<file path="config.mk">
export PLATFORM = sky130hd
export DESIGN_NAME = bit_parallel_damerau_search_core
export DESIGN_NICKNAME = d
export VERILOG_FILES = /design/src/sv/dmr_pkg.sv /design/src/sv/dmr_cfg.sv /design/src/sv/dmr_step.sv /design/src/sv/bit_parallel_damerau_search_core.sv
export SDC_FILE = /design/constraint.sdc
export NUM_CORES = 2
export LEC_CHECK = 0
export BUFFER_PORTS_ARGS = -buffer_cell sky130_fd_sc_hd__buf_2
export CORE_UTILIZATION = 36
export CTS_CLUSTER_SIZE = 14
export DETAILED_ROUTE_END_ITERATION = 10
export PLACE_DENSITY = 0.54
export SLEW_MARGIN = 20
export SYNTH_ARGS = -nofsm -noshare
export SYNTH_HDL_FRONTEND = slang
export SYNTH_SLANG_ARGS = --single-unit
</file>
<file path="constraint.sdc">
create_clock -name i_clk -period 11.3 [get_ports i_clk]
set_input_delay 1.13 -clock i_clk [delete_from_list [all_inputs] [get_ports i_clk]]
set_output_delay 1.13 -clock i_clk [all_outputs]
set_load 0.05 [all_outputs]
</file>
<file path="src/sv/dmr_pkg.sv">
// shared constants for the bit-parallel damerau search core
package dmr_pkg;

    localparam int WORD_BITS_DEF = 64;
    localparam int ALPHABET_DEF  = 4;

    localparam int SYM_W      = 2;
    localparam int LEN_W      = 7;
    localparam int DIST_W     = 7;
    localparam int CFG_IDX_W  = 3;
    localparam int CFG_DATA_W = 64;

    // register indexes of the configuration port
    localparam logic [CFG_IDX_W-1:0] CFG_IDX_LEN = 3'd0;
    localparam logic [CFG_IDX_W-1:0] CFG_IDX_PM0 = 3'd1;

    localparam logic [LEN_W-1:0] LEN_RESET = 7'd1;

endpackage

</file>
<file path="src/sv/dmr_cfg.sv">
// configuration registers and the derived pattern length, length mask and top bit
module dmr_cfg import dmr_pkg::*; #(
    parameter int WORD_BITS = WORD_BITS_DEF,
    parameter int ALPHABET  = ALPHABET_DEF,
    localparam int M_W      = $clog2(WORD_BITS + 1)
) (
    input  logic                                 i_clk,
    input  logic                                 i_rst_n,
    input  logic                                 i_cfg_valid,
    output logic                                 o_cfg_ready,
    input  logic [CFG_IDX_W-1:0]                 i_cfg_index,
    input  logic [CFG_DATA_W-1:0]                i_cfg_data,
    output logic [M_W-1:0]                       o_len,
    output logic [WORD_BITS-1:0]                 o_mask,
    output logic [WORD_BITS-1:0]                 o_top,
    output logic [ALPHABET-1:0][WORD_BITS-1:0]   o_pm
);

    logic [LEN_W-1:0]                     r_len;
    logic [ALPHABET-1:0][WORD_BITS-1:0]   r_pm;
    logic [LEN_W-1:0]                     w_len_sat;

    assign o_cfg_ready = 1'b1;

    always_ff @(posedge i_clk) begin
        if (!i_rst_n) begin
            r_len <= LEN_RESET;
        end else if (i_cfg_valid && i_cfg_index == CFG_IDX_LEN) begin
            r_len <= i_cfg_data[LEN_W-1:0];
        end
    end

    for (genvar a = 0; a < ALPHABET; a++) begin : g_pm
        always_ff @(posedge i_clk) begin
            if (!i_rst_n) begin
                r_pm[a] <= '0;
            end else if (i_cfg_valid && i_cfg_index == CFG_IDX_PM0 + CFG_IDX_W'(a)) begin
                r_pm[a] <= i_cfg_data[WORD_BITS-1:0];
            end
        end
    end

    // length saturated into 1..WORD_BITS
    always_comb begin
        if (r_len == '0) begin
            w_len_sat = LEN_W'(1);
        end else if (r_len > LEN_W'(WORD_BITS)) begin
            w_len_sat = LEN_W'(WORD_BITS);
        end else begin
            w_len_sat = r_len;
        end
    end

    for (genvar i = 0; i < WORD_BITS; i++) begin : g_mask
        assign o_mask[i] = LEN_W'(i) < w_len_sat;
        assign o_top[i]  = LEN_W'(i + 1) == w_len_sat;
    end

    assign o_len = w_len_sat[M_W-1:0];
    assign o_pm  = r_pm;

endmodule

</file>
<file path="src/sv/dmr_step.sv">
// one column update of the bit-parallel osa recurrence and the score
module dmr_step import dmr_pkg::*; #(
    parameter int WORD_BITS = WORD_BITS_DEF,
    parameter int ALPHABET  = ALPHABET_DEF,
    localparam int M_W      = $clog2(WORD_BITS + 1)
) (
    input  logic [SYM_W-1:0]                     i_sym,
    input  logic                                 i_new_text,
    input  logic [M_W-1:0]                       i_len,
    input  logic [WORD_BITS-1:0]                 i_mask,
    input  logic [WORD_BITS-1:0]                 i_top,
    input  logic [ALPHABET-1:0][WORD_BITS-1:0]   i_pm,
    input  logic [WORD_BITS-1:0]                 i_vp,
    input  logic [WORD_BITS-1:0]                 i_vn,
    input  logic [WORD_BITS-1:0]                 i_d0,
    input  logic [SYM_W-1:0]                     i_prev_sym,
    input  logic                                 i_prev_valid,
    input  logic [M_W-1:0]                       i_score,
    output logic [WORD_BITS-1:0]                 o_vp,
    output logic [WORD_BITS-1:0]                 o_vn,
    output logic [WORD_BITS-1:0]                 o_d0,
    output logic [M_W-1:0]                       o_score
);

    logic [WORD_BITS-1:0] w_vp, w_vn, w_d0p, w_pm, w_pm_prev;
    logic                 w_pvalid;
    logic [WORD_BITS-1:0] w_tr, w_sum, w_d0, w_hp, w_hn, w_x;
    logic [M_W-1:0]       w_sc, w_s1, w_s2;

    // symbols at or beyond the alphabet size match nothing
    function automatic logic [WORD_BITS-1:0] f_match(
        input logic [SYM_W-1:0]                   sym,
        input logic [ALPHABET-1:0][WORD_BITS-1:0] pm
    );
        logic [WORD_BITS-1:0] res;
        res = '0;
        for (int a = 0; a < ALPHABET; a++) begin
            if (sym == SYM_W'(a)) begin
                res = pm[a];
            end
        end
        return res;
    endfunction

    // restart values apply before this symbol when a new text begins
    always_comb begin
        if (i_new_text) begin
            w_vp     = i_mask;
            w_vn     = '0;
            w_d0p    = '0;
            w_pvalid = 1'b0;
            w_sc     = i_len;
        end else begin
            w_vp     = i_vp;
            w_vn     = i_vn;
            w_d0p    = i_d0;
            w_pvalid = i_prev_valid;
            w_sc     = i_score;
        end
    end

    assign w_pm      = f_match(i_sym, i_pm) & i_mask;
    assign w_pm_prev = w_pvalid ? (f_match(i_prev_sym, i_pm) & i_mask) : '0;

    assign w_tr  = ((~w_d0p & w_pm) << 1) & w_pm_prev & i_mask;
    assign w_sum = (w_pm & w_vp) + w_vp;
    assign w_d0  = (w_tr | (w_sum ^ w_vp) | w_pm | w_vn) & i_mask;
    assign w_hp  = (w_vn | ~(w_d0 | w_vp)) & i_mask;
    assign w_hn  = w_vp & w_d0 & i_mask;
    assign w_x   = (w_hp << 1) & i_mask;

    assign o_vp = ((w_hn << 1) | ~(w_d0 | w_x)) & i_mask;
    assign o_vn = w_x & w_d0;
    assign o_d0 = w_d0;

    // score saturates at zero and at the pattern length
    always_comb begin
        w_s1 = w_sc;
        if (|(w_hp & i_top) && w_sc < i_len) begin
            w_s1 = w_sc + M_W'(1);
        end
        w_s2 = w_s1;
        if (|(w_hn & i_top) && w_s1 != '0) begin
            w_s2 = w_s1 - M_W'(1);
        end
        o_score = (w_s2 > i_len) ? i_len : w_s2;
    end

endmodule

</file>
<file path="src/sv/bit_parallel_damerau_search_core.sv">
// top level of the bit-parallel damerau (osa) approximate search core
// accepted symbols enter the input register, their distances then go to the output register
// throughput: one symbol per cycle when not stalled, bounded by the word-wide carry add of the column update
// a waiting result stalls input only once the input register holds a symbol too
// reset (synchronous, active low): pattern length 1, match masks zero, search state as for
// a one-symbol pattern, both pipeline registers empty
module bit_parallel_damerau_search_core import dmr_pkg::*; #(
    parameter int WORD_BITS = WORD_BITS_DEF,
    parameter int ALPHABET  = ALPHABET_DEF
) (
    input  logic                   i_clk,
    input  logic                   i_rst_n,
    input  logic                   i_in_valid,
    output logic                   o_in_stall,
    input  logic [SYM_W-1:0]       i_text_symbol,
    input  logic                   i_new_text,
    output logic                   o_out_valid,
    input  logic                   i_out_stall,
    output logic [DIST_W-1:0]      o_distance,
    input  logic                   i_cfg_valid,
    output logic                   o_cfg_ready,
    input  logic [CFG_IDX_W-1:0]   i_cfg_index,
    input  logic [CFG_DATA_W-1:0]  i_cfg_data
);

    localparam int M_W = $clog2(WORD_BITS + 1);

    logic [M_W-1:0]                       w_len;
    logic [WORD_BITS-1:0]                 w_mask, w_top;
    logic [ALPHABET-1:0][WORD_BITS-1:0]   w_pm;

    logic                   r_in_valid;
    logic [SYM_W-1:0]       r_sym;
    logic                   r_new;
    logic                   r_out_valid;
    logic [DIST_W-1:0]      r_distance;

    logic [WORD_BITS-1:0]   r_vp, r_vn, r_d0;
    logic [SYM_W-1:0]       r_prev_sym;
    logic                   r_prev_valid;
    logic [M_W-1:0]         r_score;

    logic [WORD_BITS-1:0]   n_vp, n_vn, n_d0;
    logic [M_W-1:0]         n_score;

    logic                   w_out_free, w_advance, w_in_take;

    dmr_cfg #(
        .WORD_BITS (WORD_BITS),
        .ALPHABET  (ALPHABET)
    ) u_cfg (
        .i_clk       (i_clk),
        .i_rst_n     (i_rst_n),
        .i_cfg_valid (i_cfg_valid),
        .o_cfg_ready (o_cfg_ready),
        .i_cfg_index (i_cfg_index),
        .i_cfg_data  (i_cfg_data),
        .o_len       (w_len),
        .o_mask      (w_mask),
        .o_top       (w_top),
        .o_pm        (w_pm)
    );

    dmr_step #(
        .WORD_BITS (WORD_BITS),
        .ALPHABET  (ALPHABET)
    ) u_step (
        .i_sym        (r_sym),
        .i_new_text   (r_new),
        .i_len        (w_len),
        .i_mask       (w_mask),
        .i_top        (w_top),
        .i_pm         (w_pm),
        .i_vp         (r_vp),
        .i_vn         (r_vn),
        .i_d0         (r_d0),
        .i_prev_sym   (r_prev_sym),
        .i_prev_valid (r_prev_valid),
        .i_score      (r_score),
        .o_vp         (n_vp),
        .o_vn         (n_vn),
        .o_d0         (n_d0),
        .o_score      (n_score)
    );

    assign w_out_free = !r_out_valid || !i_out_stall;
    assign w_advance  = r_in_valid && w_out_free;
    assign o_in_stall = r_in_valid && !w_out_free;
    assign w_in_take  = i_in_valid && !o_in_stall;

    always_ff @(posedge i_clk) begin
        if (!i_rst_n) begin
            r_in_valid <= 1'b0;
        end else if (w_in_take) begin
            r_in_valid <= 1'b1;
        end else if (w_advance) begin
            r_in_valid <= 1'b0;
        end
    end

    always_ff @(posedge i_clk) begin
        if (w_in_take) begin
            r_sym <= i_text_symbol;
            r_new <= i_new_text;
        end
    end

    always_ff @(posedge i_clk) begin
        if (!i_rst_n) begin
            r_out_valid <= 1'b0;
        end else if (w_advance) begin
            r_out_valid <= 1'b1;
        end else if (w_out_free) begin
            r_out_valid <= 1'b0;
        end
    end

    always_ff @(posedge i_clk) begin
        if (w_advance) begin
            r_distance <= DIST_W'(n_score);
        end
    end

    // search state follows the column update once per transaction
    always_ff @(posedge i_clk) begin
        if (!i_rst_n) begin
            r_vp         <= WORD_BITS'(1'b1);
            r_vn         <= '0;
            r_d0         <= '0;
            r_prev_sym   <= '0;
            r_prev_valid <= 1'b0;
            r_score      <= M_W'(LEN_RESET);
        end else if (w_advance) begin
            r_vp         <= n_vp;
            r_vn         <= n_vn;
            r_d0         <= n_d0;
            r_prev_sym   <= r_sym;
            r_prev_valid <= 1'b1;
            r_score      <= n_score;
        end
    end

    assign o_out_valid = r_out_valid;
    assign o_distance  = r_distance;

    a_advance_fills_out: assert property (@(posedge i_clk) disable iff (!i_rst_n)
        w_advance |=> (r_out_valid && r_prev_valid))
        else $error("column update did not produce a result");

    a_take_fills_in: assert property (@(posedge i_clk) disable iff (!i_rst_n)
        w_in_take |=> r_in_valid)
        else $error("accepted symbol lost from input register");

    a_score_bound: assert property (@(posedge i_clk) disable iff (!i_rst_n)
        r_score <= M_W'(WORD_BITS))
        else $error("score beyond word size");

    a_stall_only_full: assert property (@(posedge i_clk) disable iff (!i_rst_n)
        o_in_stall |-> (r_in_valid && r_out_valid))
        else $error("input stalled with free pipeline");

endmodule

</file>
==> flow_summary.yaml <==
cts:
  cts_tree: "yes"
  cts_buffer_depth: 3
  cts_root_buf: "clkbuf_16"
  cts_setup_buffers: 0
  post_cts_resized: 0
  clock-sinks: 475
  htree_levels: 2
  cts_hold_buf: 0
  clk_latency_ns: 0.68
  clkSlewWorstSetupHoldPaths_ns: 0.06
  cts_made_buffers: 56
cells_and_area:
  syn2layout_area_growth_pct: 11.6
  nNetsFinal: 4704
  final_cell_mix: "931 x nand2_1, 457 x dfxtp_1, 372 x a21boi_0"
  fin_area_mm2: 0.0391
  final-instance-count-excl-fill: 5935
  fill_cells: 10100
  drive_above_1_share_pct: 12.7
  final_common_cell: "nand2_1"
timing:
  setup_tns_ns: 0
  fin_skew_ns: 0.0202
  post-route-period-util_pct: 92.9
  timing.hold.ws_ns: 0.469
  rsz0062_at_grt: "false"
  max_freq_mhz: 95.2
  tightest_slew_ns: 1.24
  finalSetupViolations: 0
  slew_violations: 0
  hold_violations: 0
  period_needed_ns: 10.50
  finalWorstSetupSlack_ns: 0.799
  slew_headroom_pct: 16.8
floorplanning:
  die_x_um: 314
  coreArea_mm2: 0.0966
  rows: 114
  die_area_mm2: 0.0985
  initial_utilization_pct: 36.3
  die_h_um: 314
  ios: 85
power:
  p_leak_nw: 12.9
  peakVddDrop_uv: 107
  p_per_area_mw_per_mm2: 111
global_route:
  grt_pass1_wl_um: 274000
  grt_antenna_before_repair: 6
  grt_overflow: 0
  globalRouteTotalUtil_pct: 38.2
  grt_max_degree: 115
  grt_pass1_vias: 36000
placed_design:
  placed_cells: 5831
  post-place-ws_ns: 1.19
  post-dp-hpwl_um: 148000
  io_buffers: 83
  dpl-instance-area_mm2: 0.0371
  place_congestion: 1.13
yosys:
  synthArstFlopShare_pct: 0
  syn_inst: 4636
  synth_seq_cells: 475
  synth-edff-count: 10
  synthFlopType: "dfxtp_1"
  synth_cell_types: 113
  yosysWarningCount: 0
  ys_seq_area_share_pct: 27.4
  synth_area_mm2: 0.0350
  avgSynthCellArea_um2: 7.55
  synth_nets: 4727
min_path:
  worstHoldPathType: "reg -> reg"
critical_path:
  worstPathArrival_ns: 11.05
  critPathRequiredTime_ns: 11.85
  slowest_delay_ns: 0.99
  cp-end-kind: "flip-flop"
  critPathKind: "reg -> reg"
  worst_path_max_delay_cell: "nor4b_1"
  path_max_fanout: 68
  startpoint_type: "flip-flop"
run:
  cap_viol_max_count: 0
detailed_routing:
  drtIter0Drc: 5799
  viasPerCell: 6.67
  vias: 39600
  avgRoutedWirePerCell_um: 32.7
  drc: 0
  dr.pass1.iters: 8
  ant_nets: 0
  wirelength_um: 194000
status:
  outcome: "completed"
layer usage:
metal	global-route usage [%]	share of wire (%)
met1	57.0	45
met2	51.9	39
met3	8.81	11
met4	15.6	5.0
met5	0	0.0062
flip-flops by register name, summed over array words and instances, names as in the netlist, 2 cells and up:
signal and cells:
o_distance 7, r_d0 63, r_prev_sym 2, r_score 7
r_sym 2, r_vn 63, r_vp 64, u_cfg.o_pm 256
u_cfg.r_len 7
synthesized netlist by cell type, types with 60 or more instances:
cell type	number	area share, %
nor2_1	359	3.8
inv_1	66	0.71
o21ai_0	188	2.7
mux4_2	122	7.8
nand2_1	932	10
clkbuf_1	209	2.2
nand4_1	60	1.1
nor3_1	137	2.0
a21boi_0	372	8.0
a21oi_1	235	3.4
nor2b_1	121	2.2
dfxtp_1	465	27
nand3_1	156	2.2
kinds of logic (layout without fill, tap and decap cells):
kind of cell | count (synthesis) | after routing | share of synthesized area [%]
DFF | 475 | 475 | 27.4
AOI/OAI and AO/OA | 1443 | 1443 | 29.2
adders and majority gates | 19 | 19 | 0.658
buffers and inverters | 388 | 409 | 4.61
and+or+nand+nor | 2148 | 2148 | 29.1
muxes | 152 | 152 | 8.72
xor gates and xnor gates | 10 | 10 | 0.250
other | 1 | 3 | 0.0107
final timing paths:
kind	depth (start not counted)	from	to	slack (ns)
worst max register to register	28	u_cfg.r_len[4]	r_score[4]	0.80
worst max-delay path	28	u_cfg.r_len[4]	r_score[4]	0.80
worst min register to register	2	r_d0[62]	r_d0[62]	0.47
worst min-delay path	2	r_d0[62]	r_d0[62]	0.47
final cells by class:
class	count	area [µm²]	share of cell area (%)
Multi-Input combinational cell	3773	23900	61.1
Sequential cell	475	9630	24.7
Timing Repair Buffer	239	1700	4.34
Clock buffer	75	1620	4.14
Tap cell	1276	1600	4.09
Clock inverter	27	375	0.961
Inverter	68	259	0.663
Antenna cell	2	5.00	0.0128
per-stage QoR:
stage               total power, W  utilization (%)
floorplan                  0.00214                -
global placement           0.00238             38.4
detailed placement         0.00238             38.4
CTS                        0.00436             40.4
global route               0.00448             40.4
finish                     0.00435             40.4
power by group:
| group | internal (W) | switching, W |
|---|---|---|
| Clock | 0.00117 | 0.000816 |
| Sequential | 0.00171 | 0.0000323 |
| Combinational | 0.000185 | 0.000434 |
| Total | 0.00306 | 0.00128 |
critical path, delay by kind of cell, from the launching register on:
family                   cells  cell delay, ns
AO/OA/AOI/OAI               12            3.30
adder cells (fa/ha/maj)      2            0.64
buffers and inverters        4            0.60
flip-flops                   1            0.94
multiplexers                 2            0.67
AND/OR/NAND/NOR              8            4.14
Note: power is estimated with default switching activity, not from simulation.
